## config.mk

```make
export PLATFORM = sky130hd
export DESIGN_NAME = modbus_read_register_master_flat
export DESIGN_NICKNAME = d
export VERILOG_FILES = /design/src/rtl/mbrr_pkg.sv /design/src/rtl/mbrr_in_if.sv /design/src/rtl/mbrr_out_if.sv /design/src/rtl/modbus_read_register_master.sv /design/src/flat_wrapper.sv
export SDC_FILE = /design/constraint.sdc
export NUM_CORES = 1
export LEC_CHECK = 0
export BUFFER_PORTS_ARGS = -buffer_cell sky130_fd_sc_hd__buf_2
export CORE_UTILIZATION = 23
export CTS_BUF_LIST = sky130_fd_sc_hd__clkbuf_4
export CTS_CLUSTER_DIAMETER = 60
export DETAILED_ROUTE_END_ITERATION = 7
export SLEW_MARGIN = 20
export SYNTH_ARGS = -nofsm -noshare
export SYNTH_HDL_FRONTEND = slang
export SYNTH_SLANG_ARGS = --single-unit
```

## constraint.sdc

```tcl
create_clock -name i_clk -period 3.5 [get_ports i_clk]
set_input_delay 0.525 -clock i_clk [delete_from_list [all_inputs] [get_ports i_clk]]
set_output_delay 0.525 -clock i_clk [all_outputs]
set_load 0.02 [all_outputs]
```

## src/rtl/mbrr_pkg.sv

```systemverilog
// Shared constants, codes and the CRC-16 byte step for the Modbus read master.
// No dependencies; imported by the channel interfaces and the top level.
package mbrr_pkg;

    localparam int unsigned ADDR_W   = 8;
    localparam int unsigned REG_W    = 16;
    localparam int unsigned BYTE_W   = 8;
    localparam int unsigned TICK_W   = 16;
    localparam int unsigned CFG_IDX_W  = 1;
    localparam int unsigned CFG_DATA_W = 16;

    // input actions
    localparam logic [1:0] ACT_START   = 2'd0;
    localparam logic [1:0] ACT_RX_BYTE = 2'd1;
    localparam logic [1:0] ACT_TICK    = 2'd2;

    // result kinds
    localparam logic KIND_TX   = 1'b0;
    localparam logic KIND_DONE = 1'b1;

    // completion status
    localparam logic [1:0] ST_OK      = 2'd0;
    localparam logic [1:0] ST_TIMEOUT = 2'd1;
    localparam logic [1:0] ST_CRC     = 2'd2;
    localparam logic [1:0] ST_HEADER  = 2'd3;

    // configuration register indexes
    localparam logic [CFG_IDX_W-1:0] CFG_SLAVE_ADDRESS = 1'b0;
    localparam logic [CFG_IDX_W-1:0] CFG_TIMEOUT_TICKS = 1'b1;

    localparam logic [ADDR_W-1:0] SLAVE_ADDRESS_RST = 8'hFF;
    localparam logic [TICK_W-1:0] TIMEOUT_TICKS_RST = 16'd200;

    localparam logic [15:0] CRC_SEED = 16'hFFFF;
    localparam logic [15:0] CRC_POLY = 16'hA001;

    localparam logic [7:0] FUNC_READ_HOLDING = 8'h03;
    localparam logic [7:0] REPLY_BYTE_COUNT  = 8'h02;
    localparam logic [7:0] REG_COUNT_HI      = 8'h00;
    localparam logic [7:0] REG_COUNT_LO      = 8'h01;

    // reflected CRC-16 over one byte, LSB first
    function automatic logic [15:0] crc16_feed(input logic [15:0] crc_in,
                                               input logic [7:0] data);
        logic [15:0] crc;
        crc = crc_in ^ {8'h00, data};
        for (int i = 0; i < 8; i++) begin
            if (crc[0]) begin
                crc = (crc >> 1) ^ CRC_POLY;
            end else begin
                crc = crc >> 1;
            end
        end
        return crc;
    endfunction

endpackage

```

## src/rtl/mbrr_in_if.sv

```systemverilog
// Input channel: valid/ready handshake carrying one action beat.
// Depends on mbrr_pkg.
interface mbrr_in_if;
    import mbrr_pkg::*;

    logic              valid;
    logic              ready;
    logic [1:0]        action;
    logic [REG_W-1:0]  reg_address;
    logic [BYTE_W-1:0] rx_byte;

    modport source (output valid, action, reg_address, rx_byte, input ready);
    modport sink   (input valid, action, reg_address, rx_byte, output ready);
endinterface

```

## src/rtl/mbrr_out_if.sv

```systemverilog
// Result channel: valid/ready handshake carrying one transmit or status beat.
// Depends on mbrr_pkg.
interface mbrr_out_if;
    import mbrr_pkg::*;

    logic              valid;
    logic              ready;
    logic              kind;
    logic [BYTE_W-1:0] tx_byte;
    logic              last;
    logic [REG_W-1:0]  read_value;
    logic [1:0]        status;

    modport source (output valid, kind, tx_byte, last, read_value, status, input ready);
    modport sink   (input valid, kind, tx_byte, last, read_value, status, output ready);
endinterface

```

## src/rtl/modbus_read_register_master.sv

```systemverilog
// Modbus RTU master for a single holding-register read (function 3, count 1).
// Depends on mbrr_pkg, mbrr_in_if and mbrr_out_if.
//
//   channel   dir  handshake      beat contents
//   i_in      in   valid/ready    action, reg_address, rx_byte
//   o_out     out  valid/ready    kind, tx_byte, last, read_value, status
//   i_cfg_*   in   write enable   register index, write data
//
// Received bytes and ticks are taken one per cycle unless a request burst runs
// or the output stalls; each passes the reply checker combinationally and any
// status lands in the single output register. A start beat is latched, then
// eight request bytes with their CRC go out, one per cycle unless stalled.
// A stalled output holds its beat and blocks further input beats.
// Reset is synchronous, active low; it leaves the block idle.
module modbus_read_register_master (
    input  logic                             i_clk,
    input  logic                             i_rst_n,
    mbrr_in_if.sink                          i_in,
    mbrr_out_if.source                       o_out,
    input  logic                             i_cfg_we,
    input  logic [mbrr_pkg::CFG_IDX_W-1:0]   i_cfg_idx,
    input  logic [mbrr_pkg::CFG_DATA_W-1:0]  i_cfg_data
);
    import mbrr_pkg::*;

    // configuration
    logic [ADDR_W-1:0] r_slave_address;
    logic [TICK_W-1:0] r_timeout_ticks;

    // reply tracking
    logic              r_waiting,      n_waiting;
    logic [2:0]        r_reply_count,  n_reply_count;
    logic [15:0]       r_running_crc,  n_running_crc;
    logic              r_header_bad,   n_header_bad;
    logic [REG_W-1:0]  r_reply_value,  n_reply_value;
    logic [7:0]        r_crc_low_byte, n_crc_low_byte;
    logic [TICK_W-1:0] r_elapsed,      n_elapsed;

    // request burst
    logic              r_burst_active, n_burst_active;
    logic [2:0]        r_burst_idx,    n_burst_idx;
    logic [REG_W-1:0]  r_req_addr,     n_req_addr;
    logic [15:0]       r_tx_crc,       n_tx_crc;

    // output register
    logic              r_out_valid,    n_out_valid;
    logic              r_out_kind,     n_out_kind;
    logic [BYTE_W-1:0] r_out_tx,       n_out_tx;
    logic              r_out_last,     n_out_last;
    logic [REG_W-1:0]  r_out_value,    n_out_value;
    logic [1:0]        r_out_status,   n_out_status;

    logic              w_slot_free;
    logic              w_in_fire;
    logic [7:0]        w_tx_byte;
    logic [15:0]       w_crc_rx;
    logic [15:0]       w_crc_tx;
    logic [15:0]       w_got_crc;

    assign w_slot_free = !r_out_valid || o_out.ready;
    assign i_in.ready  = !r_burst_active && w_slot_free;
    assign w_in_fire   = i_in.valid && i_in.ready;

    assign o_out.valid      = r_out_valid;
    assign o_out.kind       = r_out_kind;
    assign o_out.tx_byte    = r_out_tx;
    assign o_out.last       = r_out_last;
    assign o_out.read_value = r_out_value;
    assign o_out.status     = r_out_status;

    always_comb begin
        case (r_burst_idx)
            3'd0:    w_tx_byte = r_slave_address;
            3'd1:    w_tx_byte = FUNC_READ_HOLDING;
            3'd2:    w_tx_byte = r_req_addr[15:8];
            3'd3:    w_tx_byte = r_req_addr[7:0];
            3'd4:    w_tx_byte = REG_COUNT_HI;
            3'd5:    w_tx_byte = REG_COUNT_LO;
            3'd6:    w_tx_byte = r_tx_crc[7:0];
            default: w_tx_byte = r_tx_crc[15:8];
        endcase
    end

    assign w_crc_tx  = crc16_feed(r_tx_crc, w_tx_byte);
    assign w_crc_rx  = crc16_feed(r_running_crc, i_in.rx_byte);
    assign w_got_crc = {i_in.rx_byte, r_crc_low_byte};

    always_comb begin
        n_waiting      = r_waiting;
        n_reply_count  = r_reply_count;
        n_running_crc  = r_running_crc;
        n_header_bad   = r_header_bad;
        n_reply_value  = r_reply_value;
        n_crc_low_byte = r_crc_low_byte;
        n_elapsed      = r_elapsed;
        n_burst_active = r_burst_active;
        n_burst_idx    = r_burst_idx;
        n_req_addr     = r_req_addr;
        n_tx_crc       = r_tx_crc;
        n_out_valid    = r_out_valid && !o_out.ready;
        n_out_kind     = r_out_kind;
        n_out_tx       = r_out_tx;
        n_out_last     = r_out_last;
        n_out_value    = r_out_value;
        n_out_status   = r_out_status;

        if (r_burst_active && w_slot_free) begin
            n_out_valid  = 1'b1;
            n_out_kind   = KIND_TX;
            n_out_tx     = w_tx_byte;
            n_out_last   = (r_burst_idx == 3'd7);
            n_out_value  = '0;
            n_out_status = ST_OK;
            if (r_burst_idx < 3'd6) begin
                n_tx_crc = w_crc_tx;
            end
            if (r_burst_idx == 3'd7) begin
                n_burst_active = 1'b0;
            end
            n_burst_idx = r_burst_idx + 3'd1;
        end

        if (w_in_fire) begin
            case (i_in.action)
                ACT_START: begin
                    n_waiting      = 1'b1;
                    n_reply_count  = '0;
                    n_running_crc  = CRC_SEED;
                    n_header_bad   = 1'b0;
                    n_reply_value  = '0;
                    n_crc_low_byte = '0;
                    n_elapsed      = '0;
                    n_burst_active = 1'b1;
                    n_burst_idx    = '0;
                    n_req_addr     = i_in.reg_address;
                    n_tx_crc       = CRC_SEED;
                end
                ACT_RX_BYTE: begin
                    if (r_waiting) begin
                        case (r_reply_count)
                            3'd0: begin
                                if (i_in.rx_byte != r_slave_address) n_header_bad = 1'b1;
                            end
                            3'd1: begin
                                if (i_in.rx_byte != FUNC_READ_HOLDING) n_header_bad = 1'b1;
                            end
                            3'd2: begin
                                if (i_in.rx_byte != REPLY_BYTE_COUNT) n_header_bad = 1'b1;
                            end
                            3'd3:    n_reply_value = {i_in.rx_byte, 8'h00};
                            3'd4:    n_reply_value = {r_reply_value[15:8], i_in.rx_byte};
                            3'd5:    n_crc_low_byte = i_in.rx_byte;
                            default: ;
                        endcase
                        if (r_reply_count < 3'd5) begin
                            n_running_crc = w_crc_rx;
                        end
                        if (r_reply_count < 3'd6) begin
                            n_reply_count = r_reply_count + 3'd1;
                        end else begin
                            n_out_valid  = 1'b1;
                            n_out_kind   = KIND_DONE;
                            n_out_tx     = '0;
                            n_out_last   = 1'b1;
                            n_out_value  = '0;
                            if (r_header_bad) begin
                                n_out_status = ST_HEADER;
                            end else if (w_got_crc != r_running_crc) begin
                                n_out_status = ST_CRC;
                            end else begin
                                n_out_status = ST_OK;
                                n_out_value  = r_reply_value;
                            end
                            n_waiting     = 1'b0;
                            n_reply_count = '0;
                        end
                    end
                end
                ACT_TICK: begin
                    if (r_waiting) begin
                        if (r_elapsed >= r_timeout_ticks) begin
                            n_out_valid   = 1'b1;
                            n_out_kind    = KIND_DONE;
                            n_out_tx      = '0;
                            n_out_last    = 1'b1;
                            n_out_value   = '0;
                            n_out_status  = ST_TIMEOUT;
                            n_waiting     = 1'b0;
                            n_reply_count = '0;
                        end else begin
                            n_elapsed = r_elapsed + 16'd1;
                        end
                    end
                end
                default: ;
            endcase
        end
    end

    always_ff @(posedge i_clk) begin
        if (!i_rst_n) begin
            r_slave_address <= SLAVE_ADDRESS_RST;
            r_timeout_ticks <= TIMEOUT_TICKS_RST;
            r_waiting       <= 1'b0;
            r_reply_count   <= '0;
            r_running_crc   <= CRC_SEED;
            r_header_bad    <= 1'b0;
            r_elapsed       <= '0;
            r_burst_active  <= 1'b0;
            r_burst_idx     <= '0;
            r_out_valid     <= 1'b0;
        end else begin
            if (i_cfg_we) begin
                case (i_cfg_idx)
                    CFG_SLAVE_ADDRESS: r_slave_address <= i_cfg_data[ADDR_W-1:0];
                    CFG_TIMEOUT_TICKS: r_timeout_ticks <= i_cfg_data[TICK_W-1:0];
                    default: ;
                endcase
            end
            r_waiting      <= n_waiting;
            r_reply_count  <= n_reply_count;
            r_running_crc  <= n_running_crc;
            r_header_bad   <= n_header_bad;
            r_elapsed      <= n_elapsed;
            r_burst_active <= n_burst_active;
            r_burst_idx    <= n_burst_idx;
            r_out_valid    <= n_out_valid;
        end
        r_reply_value  <= n_reply_value;
        r_crc_low_byte <= n_crc_low_byte;
        r_req_addr     <= n_req_addr;
        r_tx_crc       <= n_tx_crc;
        r_out_kind     <= n_out_kind;
        r_out_tx       <= n_out_tx;
        r_out_last     <= n_out_last;
        r_out_value    <= n_out_value;
        r_out_status   <= n_out_status;
    end

    a_start_opens_burst: assert property (@(posedge i_clk) disable iff (!i_rst_n)
        (w_in_fire && i_in.action == ACT_START)
        |=> (r_burst_active && r_burst_idx == 3'd0 && r_waiting))
        else $error("start beat did not open a request burst");

    a_burst_ends_on_last: assert property (@(posedge i_clk) disable iff (!i_rst_n)
        (r_burst_active && w_slot_free && r_burst_idx == 3'd7)
        |=> (!r_burst_active && r_out_valid && r_out_last && r_out_kind == KIND_TX))
        else $error("request burst did not close on its last byte");

    a_done_is_last: assert property (@(posedge i_clk) disable iff (!i_rst_n)
        (r_out_valid && r_out_kind == KIND_DONE) |-> r_out_last)
        else $error("status beat without last");

    a_idle_count_clear: assert property (@(posedge i_clk) disable iff (!i_rst_n)
        !r_waiting |-> (r_reply_count == 3'd0))
        else $error("reply count left over while idle");

    a_status_value_zero: assert property (@(posedge i_clk) disable iff (!i_rst_n)
        (r_out_valid && r_out_status != ST_OK) |-> (r_out_value == '0))
        else $error("read value on a failed read");

endmodule
```

## src/flat_wrapper.sv

```systemverilog
// flat-port wrapper written by rule: the top's interface ports become plain ports
module modbus_read_register_master_flat import mbrr_pkg::*;
  (i_clk, i_rst_n, i_cfg_we, i_cfg_idx, i_cfg_data, i_in_valid, i_in_action, i_in_reg_address, i_in_rx_byte, i_in_ready, o_out_valid, o_out_kind, o_out_tx_byte, o_out_last, o_out_read_value, o_out_status, o_out_ready);
  mbrr_in_if i_in_i ();
  mbrr_out_if o_out_i ();
  input  logic i_clk;
  input  logic i_rst_n;
  input  logic i_cfg_we;
  input  logic [mbrr_pkg::CFG_IDX_W-1:0] i_cfg_idx;
  input  logic [mbrr_pkg::CFG_DATA_W-1:0] i_cfg_data;
  input wire logic [$bits(i_in_i.valid)-1:0] i_in_valid;
  input wire logic [$bits(i_in_i.action)-1:0] i_in_action;
  input wire logic [$bits(i_in_i.reg_address)-1:0] i_in_reg_address;
  input wire logic [$bits(i_in_i.rx_byte)-1:0] i_in_rx_byte;
  output wire logic [$bits(i_in_i.ready)-1:0] i_in_ready;
  output wire logic [$bits(o_out_i.valid)-1:0] o_out_valid;
  output wire logic [$bits(o_out_i.kind)-1:0] o_out_kind;
  output wire logic [$bits(o_out_i.tx_byte)-1:0] o_out_tx_byte;
  output wire logic [$bits(o_out_i.last)-1:0] o_out_last;
  output wire logic [$bits(o_out_i.read_value)-1:0] o_out_read_value;
  output wire logic [$bits(o_out_i.status)-1:0] o_out_status;
  input wire logic [$bits(o_out_i.ready)-1:0] o_out_ready;
  assign i_in_i.valid = i_in_valid;
  assign i_in_i.action = i_in_action;
  assign i_in_i.reg_address = i_in_reg_address;
  assign i_in_i.rx_byte = i_in_rx_byte;
  assign i_in_ready = i_in_i.ready;
  assign o_out_valid = o_out_i.valid;
  assign o_out_kind = o_out_i.kind;
  assign o_out_tx_byte = o_out_i.tx_byte;
  assign o_out_last = o_out_i.last;
  assign o_out_read_value = o_out_i.read_value;
  assign o_out_status = o_out_i.status;
  assign o_out_i.ready = o_out_ready;
  modbus_read_register_master u_core (.i_clk(i_clk), .i_rst_n(i_rst_n), .i_in(i_in_i), .o_out(o_out_i), .i_cfg_we(i_cfg_we), .i_cfg_idx(i_cfg_idx), .i_cfg_data(i_cfg_data));
endmodule
```

Yosys cells after proc, flatten, opt, wreduce, memory -nomap -nowiden
Index checks and enable logic that the tools add are counted.

word-level totals
  logic and storage cells = 204
  input port bits = 48
  flip-flop bits (word level) = 150
  output and inout port bits = 30

operators by class
  reduce and logical (&&, ||, !) cells = 25
  $lt $le $gt $ge = 4
  muxes and demuxes = 102
  bitwise gates (word level) = 19
  $add $sub $neg = 3
  equality and inequality tests = 31

operator list
  cell                                                                   count
  16-bit two-way mux                                                     33
  16-bit case mux with 2 select lines                                    5
  8-bit two-way mux                                                      8
  8-bit case mux with 7 select lines                                     1
  2-bit inverter with 3-bit output                                       16
  8-bit case mux with 2 select lines                                     2
  16-bit by 8-bit XOR with 16-bit output                                 2
  1-bit two-way mux                                                      30
  3-bit two-way mux                                                      7
  3-bit equality test, second input constant                             6
  16-bit by 1-bit adder with 16-bit output, second input constant        1
  16-bit greater-or-equal comparator                                     1
  2-bit two-way mux                                                      8
  16-bit != test                                                         1
  8-bit by 2-bit != test with 1-bit output, second input constant        2
  4-bit AND reduction                                                    4
  3-bit by 2-bit equality test with 1-bit output, second input constant  4
  5-bit AND reduction                                                    2
  3-bit < comparator, second input constant                              3
  3-bit by 2-bit != test with 1-bit output, second input constant        3
  3-bit case mux with 3 select lines                                     1
  2-bit by 1-bit != test with 1-bit output, second input constant        4
  2-bit != test, second input constant                                   4
  8-bit != test                                                          1
  19 further kinds                                                       35

Depth between registers and ports, before layout
  depth in word-level cells = 23
  gate-level depth with buffers = 13

Least setup slack after synthesis
Ideal clock, no wire load.

  kind = flip-flop to flip-flop
  start point = reg u_core.r_burst_idx[0]
  end point = reg u_core.r_tx_crc[0]
  period minus slack after synthesis = 3225 ps
  slack = 275 ps
  arrival time = 3088 ps
  stages on the path, launching flop included = 14
  data required time = 3363 ps
  cell sequence = dfxtp_1 > inv_1 > ha_1 > buf_6 > or3_1 > or2_1 > buf_6 > mux2_2 > xor2_1 > xnor3_1 > xnor3_2 > xor2_2 > xnor2_1 > o211ai_2

between the ends
  longest elaborated chain between the ends = 16
  elaborated cells between the ends (all ways) = 29
  classes of those cells = order compare (1); eq/ne (6); mux (13); bitwise (8); reduce/logical (1)

ends and longest elaborated chain
  what                                                                                         RTL line                            RTL
  start: declaration                                                                           modbus_read_register_master.sv:41   logic [2:0] r_burst_idx, n_burst_idx;
  start signal: assignment                                                                     modbus_read_register_master.sv:226  r_burst_idx <= n_burst_idx;
  3-bit equality test (tied with other cells)                                                  modbus_read_register_master.sv:72   case (r_burst_idx)
  8-bit case mux with 7 select lines                                                           modbus_read_register_master.sv:72
  16-bit by 8-bit XOR with 16-bit output                                                       mbrr_pkg.sv:46                      crc = crc_in ^ {8'h00, data};
  16-bit two-way mux / 2-bit inverter with 3-bit output (equally long branches) (6 in series)  -
  2-bit inverter with 3-bit output (no line) / 16-bit two-way mux (equally long branches)      -
  16-bit two-way mux (2 in series)                                                             mbrr_pkg.sv:48                      if (crc[0]) begin
  16-bit two-way mux *                                                                         modbus_read_register_master.sv:114  if (r_burst_idx < 3'd6) begin
  16-bit two-way mux *                                                                         modbus_read_register_master.sv:107  if (r_burst_active && w_slot_free) begin
  16-bit two-way mux                                                                           modbus_read_register_master.sv:124  case (i_in.action)
  16-bit two-way mux *                                                                         modbus_read_register_master.sv:123  if (w_in_fire) begin
  named net u_core.n_tx_crc[0]                                                                 modbus_read_register_master.sv:43   logic [15:0] r_tx_crc, n_tx_crc;
  end signal: assignment                                                                       modbus_read_register_master.sv:232  r_tx_crc <= n_tx_crc;
  end: declaration                                                                             modbus_read_register_master.sv:43

The timed path passes the listed nets; every way through them passes the cells marked *.
A chain may end at the register's enable or synchronous reset.

Final worst setup path
  start point = reg u_core.r_burst_idx[1]
  end point = reg u_core.r_tx_crc[0]

Same word-level chain as after synthesis.

==> metrics.md <==
| Metric | Value |
|---|---|
| Post-DR vias/cell | about 4.6 |
| Vias post-DR | 5,921 |
| Worst Tran Pin Value | between 0.9 and 1 ns |
| Crit path time final | between 3 and 4 ns |
| Syn. warnings | 0 |
| Hold Fails Final Rpt | 0 |
| Clock Power Share | about a quarter |
| Max Clk Rate | roughly 300 MHz |
| Reg2Reg Depth | 11 |
| Worst-path cell chain | inv_1, ha_1, or3_1, or2_4, mux2i_2, xor2_2, xnor2_1, xnor3_2, xor2_2, xnor2_1, o211ai_2 |
| Number of setup buffers added after CTS | 0 |
| Hold Path Class | input pin to register |
| DRC viols | 0 |
| Initial antenna violation count | 0 |
| Number of synthesized flops with an enable pin | 40 |
| Worst-Skew Late Latency | between 0.5 and 0.6 ns |
| Setup_tns | 0 ns |
| Final Setup Violations | 0 |
| Worst Setup Start Kind | register |
| NetSw | between 0.001 and 0.0015 W |
| Port buffer count | 77 |
| Slowest cell on crit path | xnor3_2 |
| FILL cells | 3,364 |
| LEAKAGE | 3.465 nW |
| Hold Path Depth | 1 |
| Grt ovf | 0 |
| Row count | 65 |
| IO Pins | a little under 80 |
| FF/Latch Area | approximately 3400 um^2 |
| Global-route wire length before repair | 29,500 um |
| CTS tree | built |
| Number of synthesized register bits | 150 |
| Power share of the combinational group | 24.1% |
| Drt wl/cell | between 10 and 15 um |
| Total CTS buffers | 17 |
| Crit path kind | register to register |
| H-tree depth | 4 |
| Sequential share of power | about half |
| Vias in the first global route | ~5,500 |
| Fin crit share | 94.42% |
| Final-stage net count | ~940 |
| Initial core utilization | a little under a quarter |
| Die W | approximately 180 um |
| Min-delay src | i_in_reg_address[0] |
| Netlist cell types | just under 60 |
| Area of the mapped netlist | between 7000 and 8000 um^2 |
| PwrDens | around 480 nW/um^2 |
| Max VDD drop | around 0.26 mV |
| Worst-path maximum fanout | 9 |
| Chip Height | around 180 um |
| Sw frac | 32.77% |
| Sequential fraction of the synthesis area | 45.87% |
| Met2 WL post-DR | 8283 um |
| Worst Skew | between 0.02 and 0.03 ns |
| Multi-input logic area | about 3700 um^2 |
| HPWL Detailed | roughly 14,000 um |
| Die area | roughly 33,000 um^2 |
| Post-synth ARST share | 0% |
| P_int | ~0.0027 W |
| Initial DRC Count | approximately 410 |
| Met3 WL | roughly 940 um |
| Outcome | finished clean |
| Clock-pin slew on the worst setup and hold paths | approximately 0.15 ns |
| Final Power | a little over 0.004 W |
| Clk buf depth | 2 |
| Slew headroom | between 30% and 40% |
| Antenna violation net count after detailed routing | 0 |
| Worst endpoint required time | 3.93 ns |
| Area grow syn2layout | 14.72% |
| Placer congestion estimate | just under 0.9 |
| Synthesized net count | just under 900 |
| CTS Sinks | 150 |
| Share of layout cells above drive strength 1 | 15.79% |
| Max incr delay on CP | between 0.5 and 0.6 ns |
| All-Layer GR Usage | a little under an eighth |
| Top sig layer | met4 |
| Max-slew violation count | 0 |
| CP Launch Point | u_core.r_burst_idx[1]$_SDFF_PN0_ |
| Largest net degree at the start of global routing | 42 |
| R2r startpoint | u_core.r_burst_idx[1]$_SDFF_PN0_ |
| Max-Cap Viols | 0 |
| Root Buffer | clkbuf_4 |
| Hold_buf cts | 0 |
| DR pass1 iterations | 5 |
| N_diodes | 0 |
| M1 WL | a little over 9000 um |
| Crit path DAT | approximately 3.7 ns |
| Avg Inst Size Synth | just over 9 um^2 |
| Core area | between 30,000 and 40,000 um^2 |
| CP Capture Type | register |
| Final WL | between 15,000 and 20,000 um |
| Syn Inst Count | 802 |
| Synth Flop Type | dfxtp_1 |
## cell usage after synthesis, types with 5 or more instances
master / number / area share (%)
dfxtp_1: 110 / 30
nand2b_1: 11 / 0.93
buf_1: 5 / 0.25
edfxtp_1: 40 / 16
a222oi_1: 6 / 0.81
a21oi_1: 40 / 2.7
nand3_1: 32 / 2.2
clkbuf_1: 44 / 2.2
nand4_1: 7 / 0.59
nor3_1: 5 / 0.34
mux2_2: 5 / 0.76
a22o_1: 16 / 1.9
a2111o_1: 7 / 1.1
nor4_1: 7 / 0.59
mux2_1: 9 / 1.4
xor2_1: 32 / 3.8
mux2i_1: 11 / 1.5
o21ai_0: 14 / 0.94
inv_1: 43 / 2.2
a2111oi_0: 6 / 0.71
o21ai_1: 10 / 0.67
o2111ai_1: 7 / 0.83
nor2_1: 45 / 2.3
nand3b_1: 5 / 0.51
a21o_1: 7 / 0.71
and3_1: 8 / 0.67
nand2_1: 138 / 7.0
ha_1: 32 / 5.4
o211ai_1: 18 / 1.8
xnor2_1: 33 / 3.9
and2_1: 5 / 0.42
## power by group through the flow
stage	clock [W]	sequential, W	combinational [W]
finish	0.00108	0.00201	0.000984
global route	0.00119	0.00203	0.00107
CTS	0.00112	0.00201	0.000973
detailed placement	0	0.00204	0.000968
global placement	0	0.00205	0.000957
floorplan	0	0.00204	0.000733
## kinds of logic after synthesis
family	after synthesis	share of synthesized area [%]
and+or+nand+nor	274	16.49
buffers and inverters	96	5.076
muxes	27	3.997
xor gates and xnor gates	68	8.516
DFF	150	45.87
adders and majority gates	32	5.396
AOI/OAI and AO/OA	155	14.65
## registers in the layout (all words and copies together), names as in the netlist, 2 cells and up
| signal | count |
|---|---|
| u_core.o_out.read_value | 16 |
| u_core.r_reply_value | 16 |
| u_core.o_out.tx_byte | 8 |
| u_core.r_req_addr | 16 |
| u_core.r_tx_crc | 16 |
| u_core.r_reply_count | 3 |
| u_core.r_timeout_ticks | 16 |
| u_core.r_burst_idx | 3 |
| u_core.r_crc_low_byte | 8 |
| u_core.o_out.status | 2 |
| u_core.r_elapsed | 16 |
| u_core.r_running_crc | 16 |
| u_core.r_slave_address | 8 |
## layout make-up
cell class,count,area share [%]
flip-flops and latches,150,39.98
inverters,44,1.940
multi-input cells,556,43.08
clock buffers,18,1.588
clock inverters,14,1.646
well taps,402,5.909
repair buffers,92,5.850
## layer usage
layer  global-route usage, %  vias up
met2                   17.43      165
met4                   2.915        0
met3                   2.748       15
met1                   15.81     2826
met5                       0        -
li1                        -     2915
## worst max-delay path: cells and delay by family (launching register included)
family	cells	cell delay, ns
AO/OA/AOI/OAI	1	0.09
XOR/XNOR	5	1.35
adder cells (fa/ha/maj)	1	0.23
buffers and inverters	1	0.14
flip-flops	1	0.42
multiplexers	1	0.27
AND/OR/NAND/NOR	2	0.69
## timing repair
action                                  CTS  global route
gates resized for setup                   0             2
endpoints found under the setup margin    0             2
hold endpoints to repair                  0             0
## worst paths after layout
path	end	slack [ns]
worst max-delay path	u_core.r_tx_crc[0]$_DFF_P_	0.20
worst min-delay path	u_core.r_req_addr[0]$_DFFE_PP_	0.13
worst max register to register	u_core.r_tx_crc[0]$_DFF_P_	0.20
worst min register to register	u_core.r_timeout_ticks[2]$_SDFFE_PN0P_	0.46
## stage by stage
stage	utilization [%]	setup WS, ns	cells	hold WS (ns)	instance area, um^2
after global placement	25.98	0.2654	1244	0.4401	8219
after floorplan	-	0.2750	802	0.4357	7420
after detailed placement	25.98	0.1086	1244	0.4417	8219
after global routing	26.91	-0.02617	1276	0.05146	8512
after CTS	26.85	0.09943	1276	0.06795	8494
final	26.91	0.1952	1276	0.1276	8512
## layout by cell type, fill, tap and decap left out, types with 11 or more instances in the layout
master	Yosys	final
a21oi_1	40	40
mux2i_1	11	11
buf_4	0	15
inv_1	43	43
nor2_1	45	45
o211ai_1	18	18
xnor2_1	33	33
ha_1	32	32
dfxtp_1	110	110
o21ai_0	14	14
a22o_1	16	16
xor2_1	32	31
edfxtp_1	40	40
nand2_1	138	138
nand2b_1	11	11
clkbuf_4	0	18
nand3_1	32	32
buf_2	1	77
(Power assumes the default switching activity.)
